## src/rtl/lcg_signed_bounded_random_defines.svh

```systemverilog
// Assertion macros shared by the generator RTL.
// Compiled away when SYNTHESIS is defined.
`ifndef LCG_SIGNED_BOUNDED_RANDOM_DEFINES_SVH
`define LCG_SIGNED_BOUNDED_RANDOM_DEFINES_SVH
`ifndef SYNTHESIS
`define LSBR_ASSERT_NOW(lbl, ante, cons, msg) \
   lbl: assert property (@(posedge clock) disable iff (reset) (ante) |-> (cons)) \
      else $error(msg);
`define LSBR_ASSERT_NEXT(lbl, ante, cons, msg) \
   lbl: assert property (@(posedge clock) disable iff (reset) (ante) |=> (cons)) \
      else $error(msg);
`else
`define LSBR_ASSERT_NOW(lbl, ante, cons, msg)
`define LSBR_ASSERT_NEXT(lbl, ante, cons, msg)
`endif
`endif

```

## src/rtl/lsbr_pkg.sv

```systemverilog
// Shared constants and types for the signed bounded random generator.
// No dependencies; used by lsbr_div and lcg_signed_bounded_random.
package lsbr_pkg;

   localparam int DIV_W     = 16;
   localparam int DIV_CNT_W = $clog2(DIV_W + 1);

   localparam logic CMD_LOAD = 1'b0;
   localparam logic CMD_DRAW = 1'b1;

   localparam logic [31:0] LCG_MUL  = 32'd1103515245;
   localparam logic [31:0] LCG_ADD  = 32'd12345;
   localparam logic [31:0] SIGN_MUL = 32'd12345;
   localparam logic [31:0] SIGN_ADD = 32'd1103515245;
   localparam logic [31:0] SIGN_MOD = 32'd1000;
   localparam logic [10:0] SIGN_MOD_K = 11'd1000;
   localparam logic [10:0] PERCENT_SCALE = 11'd10;

   // ceil(2^38 / 1000): q = (x * RECIP_MUL) >> RECIP_SHIFT for any 32-bit x
   localparam logic [28:0] RECIP_MUL   = 29'd274877907;
   localparam int          RECIP_SHIFT = 38;

   typedef struct packed {
      logic              start;
      logic [DIV_W-1:0]  dividend;
      logic [DIV_W-1:0]  divisor;
   } lsbr_div_req_type;

   typedef struct packed {
      logic              busy;
      logic              done;
      logic [DIV_W-1:0]  remainder;
   } lsbr_div_rsp_type;

endpackage

```

## src/rtl/lsbr_div.sv

```systemverilog
// Serial restoring divider: one remainder bit per cycle.
// Depends on lsbr_pkg and the assertion macro header.
`include "lcg_signed_bounded_random_defines.svh"

module lsbr_div (
   input  logic                      clock,
   input  logic                      reset,
   input  lsbr_pkg::lsbr_div_req_type div_req,
   output lsbr_pkg::lsbr_div_rsp_type div_rsp
);
   import lsbr_pkg::*;

   logic [DIV_CNT_W-1:0] count_ff, count_in;
   logic                 busy_ff, busy_in;
   logic                 done_ff, done_in;
   logic [DIV_W-1:0]     rem_ff, rem_in;
   logic [DIV_W-1:0]     dvd_ff, dvd_in;
   logic [DIV_W-1:0]     dvs_ff, dvs_in;
   logic [DIV_W:0]       shifted;
   logic [DIV_W:0]       trial;

   assign shifted = {rem_ff, dvd_ff[DIV_W-1]};
   assign trial   = shifted - {1'b0, dvs_ff};

   always_comb begin
      count_in = count_ff;
      busy_in  = busy_ff;
      done_in  = done_ff;
      rem_in   = rem_ff;
      dvd_in   = dvd_ff;
      dvs_in   = dvs_ff;
      if (div_req.start) begin
         count_in = DIV_CNT_W'(DIV_W);
         busy_in  = 1'b1;
         done_in  = 1'b0;
         rem_in   = '0;
         dvd_in   = div_req.dividend;
         dvs_in   = div_req.divisor;
      end else if (busy_ff) begin
         // keep the shifted value when the trial subtract borrows
         rem_in   = trial[DIV_W] ? shifted[DIV_W-1:0] : trial[DIV_W-1:0];
         dvd_in   = {dvd_ff[DIV_W-2:0], 1'b0};
         count_in = count_ff - 1'b1;
         if (count_ff == DIV_CNT_W'(1)) begin
            busy_in = 1'b0;
            done_in = 1'b1;
         end
      end
   end

   always_ff @(posedge clock) begin
      if (reset) begin
         count_ff <= '0;
         busy_ff  <= 1'b0;
         done_ff  <= 1'b0;
      end else begin
         count_ff <= count_in;
         busy_ff  <= busy_in;
         done_ff  <= done_in;
      end
      rem_ff <= rem_in;
      dvd_ff <= dvd_in;
      dvs_ff <= dvs_in;
   end

   assign div_rsp.busy      = busy_ff;
   assign div_rsp.done      = done_ff;
   assign div_rsp.remainder = rem_ff;

   `LSBR_ASSERT_NOW(a_div_rem_below_divisor, done_ff, rem_ff < dvs_ff, "remainder not reduced")
   `LSBR_ASSERT_NOW(a_div_busy_count, busy_ff, count_ff != '0, "busy with zero count")
   `LSBR_ASSERT_NEXT(a_div_start_busy, div_req.start, busy_ff && !done_ff, "start not taken")

endmodule

```

## src/rtl/lcg_signed_bounded_random.sv

```systemverilog
// Signed bounded random source on a 32-bit linear congruential generator.
//
// Channels: req_* carries one command per transfer (req_cmd load or draw,
// req_seed_value, req_limit, req_minus_percent); rsp_* returns exactly one
// result per command (rsp_value, two's complement, and rsp_error).
// A load writes the seed and answers value 0, error 0 in the cycle after the
// transfer. A draw forms a sign word from the old seed, advances the seed,
// and returns (new_seed >> 16) mod limit, negated when sign word mod 1000
// exceeds 10 * req_minus_percent. A zero limit advances the seed and answers
// value 0 with error set. A draw runs through ADVANCE (seed and sign
// multiplies) and RECIP (reciprocal multiply, divider start), then takes the
// remainder by req_limit in a serial restoring divider at one bit per cycle,
// and FINISH loads the output register. The sign reduction runs in parallel
// with the divider. One command is in flight at a time: a draw is taken only
// once the last is done; loads transfer every cycle while rsp_stall is low.
// The result sits in an output register; it holds while rsp_stall is high,
// and a load request can be taken in the cycle the old result leaves.
// Reset (synchronous, active high) clears the seed to zero and empties the
// output register.
// Depends on lsbr_pkg, lsbr_div and the assertion macro header.
`include "lcg_signed_bounded_random_defines.svh"

module lcg_signed_bounded_random (
   input  logic               clock,
   input  logic               reset,
   input  logic               req_valid,
   output logic               req_stall,
   input  logic               req_cmd,
   input  logic [31:0]        req_seed_value,
   input  logic [15:0]        req_limit,
   input  logic [6:0]         req_minus_percent,
   output logic               rsp_valid,
   input  logic               rsp_stall,
   output logic signed [16:0] rsp_value,
   output logic               rsp_error
);
   import lsbr_pkg::*;

   typedef enum logic [2:0] {
      ST_IDLE,
      ST_ADVANCE,
      ST_RECIP,
      ST_REDUCE,
      ST_FOLD,
      ST_FINISH
   } state_type;

   state_type          state_ff, state_in;
   logic [31:0]        seed_ff, seed_in;
   logic [31:0]        sign_ff, sign_in;
   logic [15:0]        limit_ff, limit_in;
   logic [6:0]         pct_ff, pct_in;
   logic               err_ff, err_in;
   logic [21:0]        quot_ff, quot_in;
   logic [10:0]        kmod_ff, kmod_in;
   logic               neg_ff, neg_in;
   logic               rsp_valid_ff, rsp_valid_in;
   logic signed [16:0] rsp_value_ff, rsp_value_in;
   logic               rsp_error_ff, rsp_error_in;

   logic               accept;
   logic               out_free;
   logic [31:0]        seed_mul;
   logic [31:0]        sign_mul;
   logic [60:0]        recip_prod;
   logic [31:0]        kprod;
   logic [31:0]        kdiff;
   logic [10:0]        kfold;
   logic [10:0]        thresh;
   logic [16:0]        mag_ext;

   lsbr_div_req_type   div_req;
   lsbr_div_rsp_type   div_rsp;

   lsbr_div u_div (
      .clock   (clock),
      .reset   (reset),
      .div_req (div_req),
      .div_rsp (div_rsp)
   );

   assign accept   = req_valid && !req_stall;
   assign out_free = !rsp_valid_ff || !rsp_stall;
   assign req_stall = (state_ff != ST_IDLE) || !out_free;

   assign seed_mul   = seed_ff * LCG_MUL + LCG_ADD;
   assign sign_mul   = seed_ff * SIGN_MUL + SIGN_ADD;
   assign recip_prod = {29'b0, sign_ff} * {32'b0, RECIP_MUL};
   assign kprod      = {10'b0, quot_ff} * SIGN_MOD;
   assign kdiff      = sign_ff - kprod;
   assign kfold      = (kmod_ff >= SIGN_MOD_K) ? kmod_ff - SIGN_MOD_K : kmod_ff;
   assign thresh     = {4'b0, pct_ff} * PERCENT_SCALE;
   assign mag_ext    = {1'b0, div_rsp.remainder};

   always_comb begin
      state_in     = state_ff;
      seed_in      = seed_ff;
      sign_in      = sign_ff;
      limit_in     = limit_ff;
      pct_in       = pct_ff;
      err_in       = err_ff;
      quot_in      = quot_ff;
      kmod_in      = kmod_ff;
      neg_in       = neg_ff;
      rsp_valid_in = rsp_valid_ff && rsp_stall;
      rsp_value_in = rsp_value_ff;
      rsp_error_in = rsp_error_ff;
      div_req.start    = 1'b0;
      div_req.dividend = seed_ff[31:16];
      div_req.divisor  = limit_ff;

      unique case (state_ff)
         ST_IDLE: begin
            if (accept) begin
               if (req_cmd == CMD_LOAD) begin
                  seed_in      = req_seed_value;
                  rsp_valid_in = 1'b1;
                  rsp_value_in = '0;
                  rsp_error_in = 1'b0;
               end else begin
                  limit_in = req_limit;
                  pct_in   = req_minus_percent;
                  state_in = ST_ADVANCE;
               end
            end
         end
         ST_ADVANCE: begin
            seed_in  = seed_mul;
            sign_in  = sign_mul;
            err_in   = (limit_ff == '0);
            state_in = (limit_ff == '0) ? ST_FINISH : ST_RECIP;
         end
         ST_RECIP: begin
            div_req.start = 1'b1;
            quot_in  = recip_prod[RECIP_SHIFT+21:RECIP_SHIFT];
            state_in = ST_REDUCE;
         end
         ST_REDUCE: begin
            kmod_in  = kdiff[10:0];
            state_in = ST_FOLD;
         end
         ST_FOLD: begin
            neg_in   = kfold > thresh;
            state_in = ST_FINISH;
         end
         ST_FINISH: begin
            // hold until the remainder is ready (or the limit was zero) and the output register drains
            if ((err_ff || div_rsp.done) && out_free) begin
               rsp_valid_in = 1'b1;
               rsp_error_in = err_ff;
               if (err_ff) begin
                  rsp_value_in = '0;
               end else if (neg_ff) begin
                  rsp_value_in = $signed(17'd0 - mag_ext);
               end else begin
                  rsp_value_in = $signed(mag_ext);
               end
               state_in = ST_IDLE;
            end
         end
         default: begin
            state_in = ST_IDLE;
         end
      endcase
   end

   always_ff @(posedge clock) begin
      if (reset) begin
         state_ff     <= ST_IDLE;
         seed_ff      <= '0;
         rsp_valid_ff <= 1'b0;
         err_ff       <= 1'b0;
      end else begin
         state_ff     <= state_in;
         seed_ff      <= seed_in;
         rsp_valid_ff <= rsp_valid_in;
         err_ff       <= err_in;
      end
      sign_ff      <= sign_in;
      limit_ff     <= limit_in;
      pct_ff       <= pct_in;
      quot_ff      <= quot_in;
      kmod_ff      <= kmod_in;
      neg_ff       <= neg_in;
      rsp_value_ff <= rsp_value_in;
      rsp_error_ff <= rsp_error_in;
   end

   assign rsp_valid = rsp_valid_ff;
   assign rsp_value = rsp_value_ff;
   assign rsp_error = rsp_error_ff;

   `LSBR_ASSERT_NOW(a_error_value_zero, rsp_valid_ff && rsp_error_ff, rsp_value_ff == '0, "error result carries a value")
   `LSBR_ASSERT_NOW(a_fold_in_range, state_ff == ST_FOLD, kmod_ff < (SIGN_MOD_K + SIGN_MOD_K), "sign reduction out of range")
   `LSBR_ASSERT_NOW(a_finish_waits_div, (state_ff == ST_FINISH) && !err_ff && div_rsp.busy, state_in == ST_FINISH, "result written before remainder")

endmodule

```

## config.mk

```make
export PLATFORM = sky130hd
export DESIGN_NAME = lcg_signed_bounded_random
export DESIGN_NICKNAME = d
export VERILOG_FILES = /design/src/rtl/lsbr_pkg.sv /design/src/rtl/lsbr_div.sv /design/src/rtl/lcg_signed_bounded_random.sv
export VERILOG_INCLUDE_DIRS = /design/src /design/src/rtl
export SDC_FILE = /design/constraint.sdc
export NUM_CORES = 2
export LEC_CHECK = 0
export BUFFER_PORTS_ARGS = -buffer_cell sky130_fd_sc_hd__buf_2
export CAP_MARGIN = 20
export CORE_UTILIZATION = 60
export CTS_BUF_LIST = sky130_fd_sc_hd__clkbuf_4 sky130_fd_sc_hd__clkbuf_8
export DETAILED_ROUTE_END_ITERATION = 16
export PLACE_DENSITY = 0.86
export SYNTH_ARGS = -nofsm -noshare
export SYNTH_HDL_FRONTEND = slang
export SYNTH_SLANG_ARGS = --single-unit
```

## constraint.sdc

```tcl
create_clock -name clock -period 7.45 [get_ports clock]
set_input_delay 0.3725 -clock clock [delete_from_list [all_inputs] [get_ports clock]]
set_output_delay 0.3725 -clock clock [all_outputs]
set_load 0.02 [all_outputs]
```

==> out/qor.yml <==
status: "finished clean"
htree_levels: 4
grt.overflow.total: 0
wl_per_cell_um: 20.1
setup_viol: 0
r2r-end: "quot_ff[7]"
syn_to_final_growth_pct: 6.16
muxShareOfSynthArea_pct: 1.32
min_period_ns: 7.14
multi_input_area_um2: 26000
yosys.area_share.simple_pct: 4.85
coreArea_um2: 57900
synth-compound-area-share_pct: 6.58
synthCells: 3514
critPathKind: "flip-flop to flip-flop"
postSynthAreaPerCell_um2: 10.1
synth_fa_ha_area_share_pct: 56.7
synth_flop_cell: "edfxtp_1"
yosysTopAreaCell: "fa_1"
antenna_cells: 0
drc: 0
portBuffers: 79
fillCellCount: 4460
synth_fp_nets: 4833
synth_commonest_cells: "inv_1, ha_1, fa_1"
regToRegSetupSlack_ns: 0.31
cp_top_family: "adder cells"
required_ns: 7.73
clk_pin_slew_ns: 0.11
netlist_area_um2: 35300
critPathMaxStageDelay_ns: 0.59
r2r_start: "sign_ff[21]"
antenna_found_initial: 0
grt_max_degree: 52
skew_ns: 0.0409
setup_tns_ns: 0
rows: 88
ioPinCount: 80
cpMostUsedCell: "fa_1"
maxCapViolCount: 0
async_flop_share_pct: 0
crit_slowest_cell: "edfxtp_1"
yosysSeqAreaShare_pct: 14.0
die_w_um: 245
ys_warn_count: 0
drt_iter0_drc: 1759
synth_top_cell_area_share_pct: 32.4
grt_pass1_vias: 27000
cts.path.max_buffers: 2
synth_most_common_cell: "inv_1"
dieArea_um2: 59900
drive_gt1_share_pct: 5.08
crit_fanout: 9
synth-edff-count: 125
drv_slew: 0
hold_path.class: "input pin to flip-flop"
max_freq_ghz: 0.140
layout.nets: 4967
rsz0062_at_grt: "no"
yosys-top-cells-area: "fa_1, ha_1, inv_1"
initial_core_util_pct: 61.0
ys_types: 76
gp_congestion: 1.01
critPathArrivalTime_ns: 7.42
numCtsBuffers: 17
first_pass_iters: 5
worstMarginPinSlew_ns: 1.12
via_per_inst: 5.59
cp-end-kind: "flip-flop"
fin_crit_sh_pct: 95.8
synth-xor-area-share_pct: 4.12
path_cells: "ha_1, fa_1, fa_1, inv_1, fa_1, inv_1, fa_1, fa_1, fa_1, inv_1, fa_1, inv_1, ha_1, a21o_1, a21o_1, a21oi_1, o22ai_1, a221oi_1, a31oi_1, a21o_1, a21oi_1, xnor2_1"
die_h_um: 245
critical_path.startpoint: "sign_ff[21]"
tritoncts: "done"
crit_path_start_kind: "flip-flop"
hold_viol: 0
cts.sinks: 185
slew_headroom_pct: 25.6
reg2reg_depth: 22
grt_use_total_pct: 31.1
drtAntennaViolNets: 0
dp_hpwl_mm: 76.9
clkLatencyLatePin_ns: 0.55
synth_top_family_by_area: "adder cells"
ys_ff_latch: 185
min_path_cells: 1
register_area_um2: 4960
hold_end: "limit_ff[11]"
grt_pass1_wl_mm: 143
cp_num_buf_inv: 4
drt_wl_total_mm: 89.2
vias: 24800
hp-start: "req_limit[11]"
cts_root_buffer: "clkbuf_8"
[sequential cells by signal, summed over array words and instances, names as in the netlist]
signal and cells:
pct_ff 7, quot_ff 8, rsp_value 17, rsp_valid 1
u_div.dvs_ff 16, rsp_error 1, limit_ff 16, u_div.done_ff 1
state_ff 3, u_div.dvd_ff 16, u_div.rem_ff 16, neg_ff 1
kmod_ff 11, seed_ff 32, err_ff 1, u_div.busy_ff 1
u_div.count_ff 5, sign_ff 32
[per-layer routing]
layer	vias to the layer above	part of all wire (%)	track usage, %
met5	-	0	0
met4	0	6.1	16.1
met3	274	6.2	4.38
met2	996	50	53.5
met1	12200	38	38.2
li1	11200	-	-
[area by class of cell]
class,instances,share of cell area [%]
repair buffers,147,2.56
clock buffers,18,0.644
clock inverters,14,0.337
multi-input cells,2166,69.4
flip-flops and latches,185,13.2
inverters,1131,11.3
well taps,765,2.55
[worst reg2reg max path: cells and delay by family, from the launching register on]
family	cells	cell delay (ns)
compound gates	8	1.96
flops	1	0.59
buf+inv	4	0.20
fa+ha+maj	9	4.07
xor+xnor	1	0.08
[placed cells by master, fill, tap and decap left out, types with 56 or more instances in the layout]
master and count:
inv_1 1127, nand2_1 67, nor2_1 113, o21ai_0 74, ha_1 687, buf_2 79, xnor2_1 113, dfxtp_1 56
a21oi_1 90, edfxtp_1 125, fa_1 572
[how the worst max path moves through the flow]
stage | end | slack (ns) | cells after the start
after floorplan | seed_ff[30] | 0.96 | 24
after global placement | seed_ff[31] | 0.48 | 23
after detailed placement | seed_ff[31] | 0.29 | 23
after CTS | seed_ff[31] | 0.23 | 23
after global routing | seed_ff[30] | 0.01 | 22
final | quot_ff[7] | 0.31 | 22
[kinds of logic (layout without fill, tap and decap cells)]
kind of cell / Yosys count / in the layout
adder cells (fa/ha/maj): 1259 / 1259
buffers and inverters: 1163 / 1310
AO/OA/AOI/OAI: 351 / 351
AND/OR/NAND/NOR: 346 / 346
flip-flops: 185 / 185
XOR/XNOR: 164 / 164
multiplexers: 46 / 46
[repair_timing]
item,4_1_cts,5_1_grt
hold buffers,19,3
gates resized for setup,0,6
setup buffers,0,0
endpoints found under the hold margin,19,3
endpoints found under the setup margin,0,6
[through the flow]
| stage | util, % | cell area, um2 | setup WS [ns] | instances | hold WS [ns] |
|---|---|---|---|---|---|
| after detailed placement | 63.7 | 36900 | 0.291 | 4372 | 0.441 |
| after global placement | 63.7 | 36900 | 0.478 | 4372 | 0.435 |
| final | 64.8 | 37500 | 0.314 | 4426 | 0.0287 |
| after global routing | 64.8 | 37500 | 0.0120 | 4426 | 0.00161 |
| after floorplan | - | 35300 | 0.956 | 3514 | 0.427 |
| after CTS | 64.7 | 37500 | 0.229 | 4423 | 0.00435 |
Power is left out: the tool's default activity adds up to more than one toggle a clock period on the data nets, which glitch-free logic cannot reach.
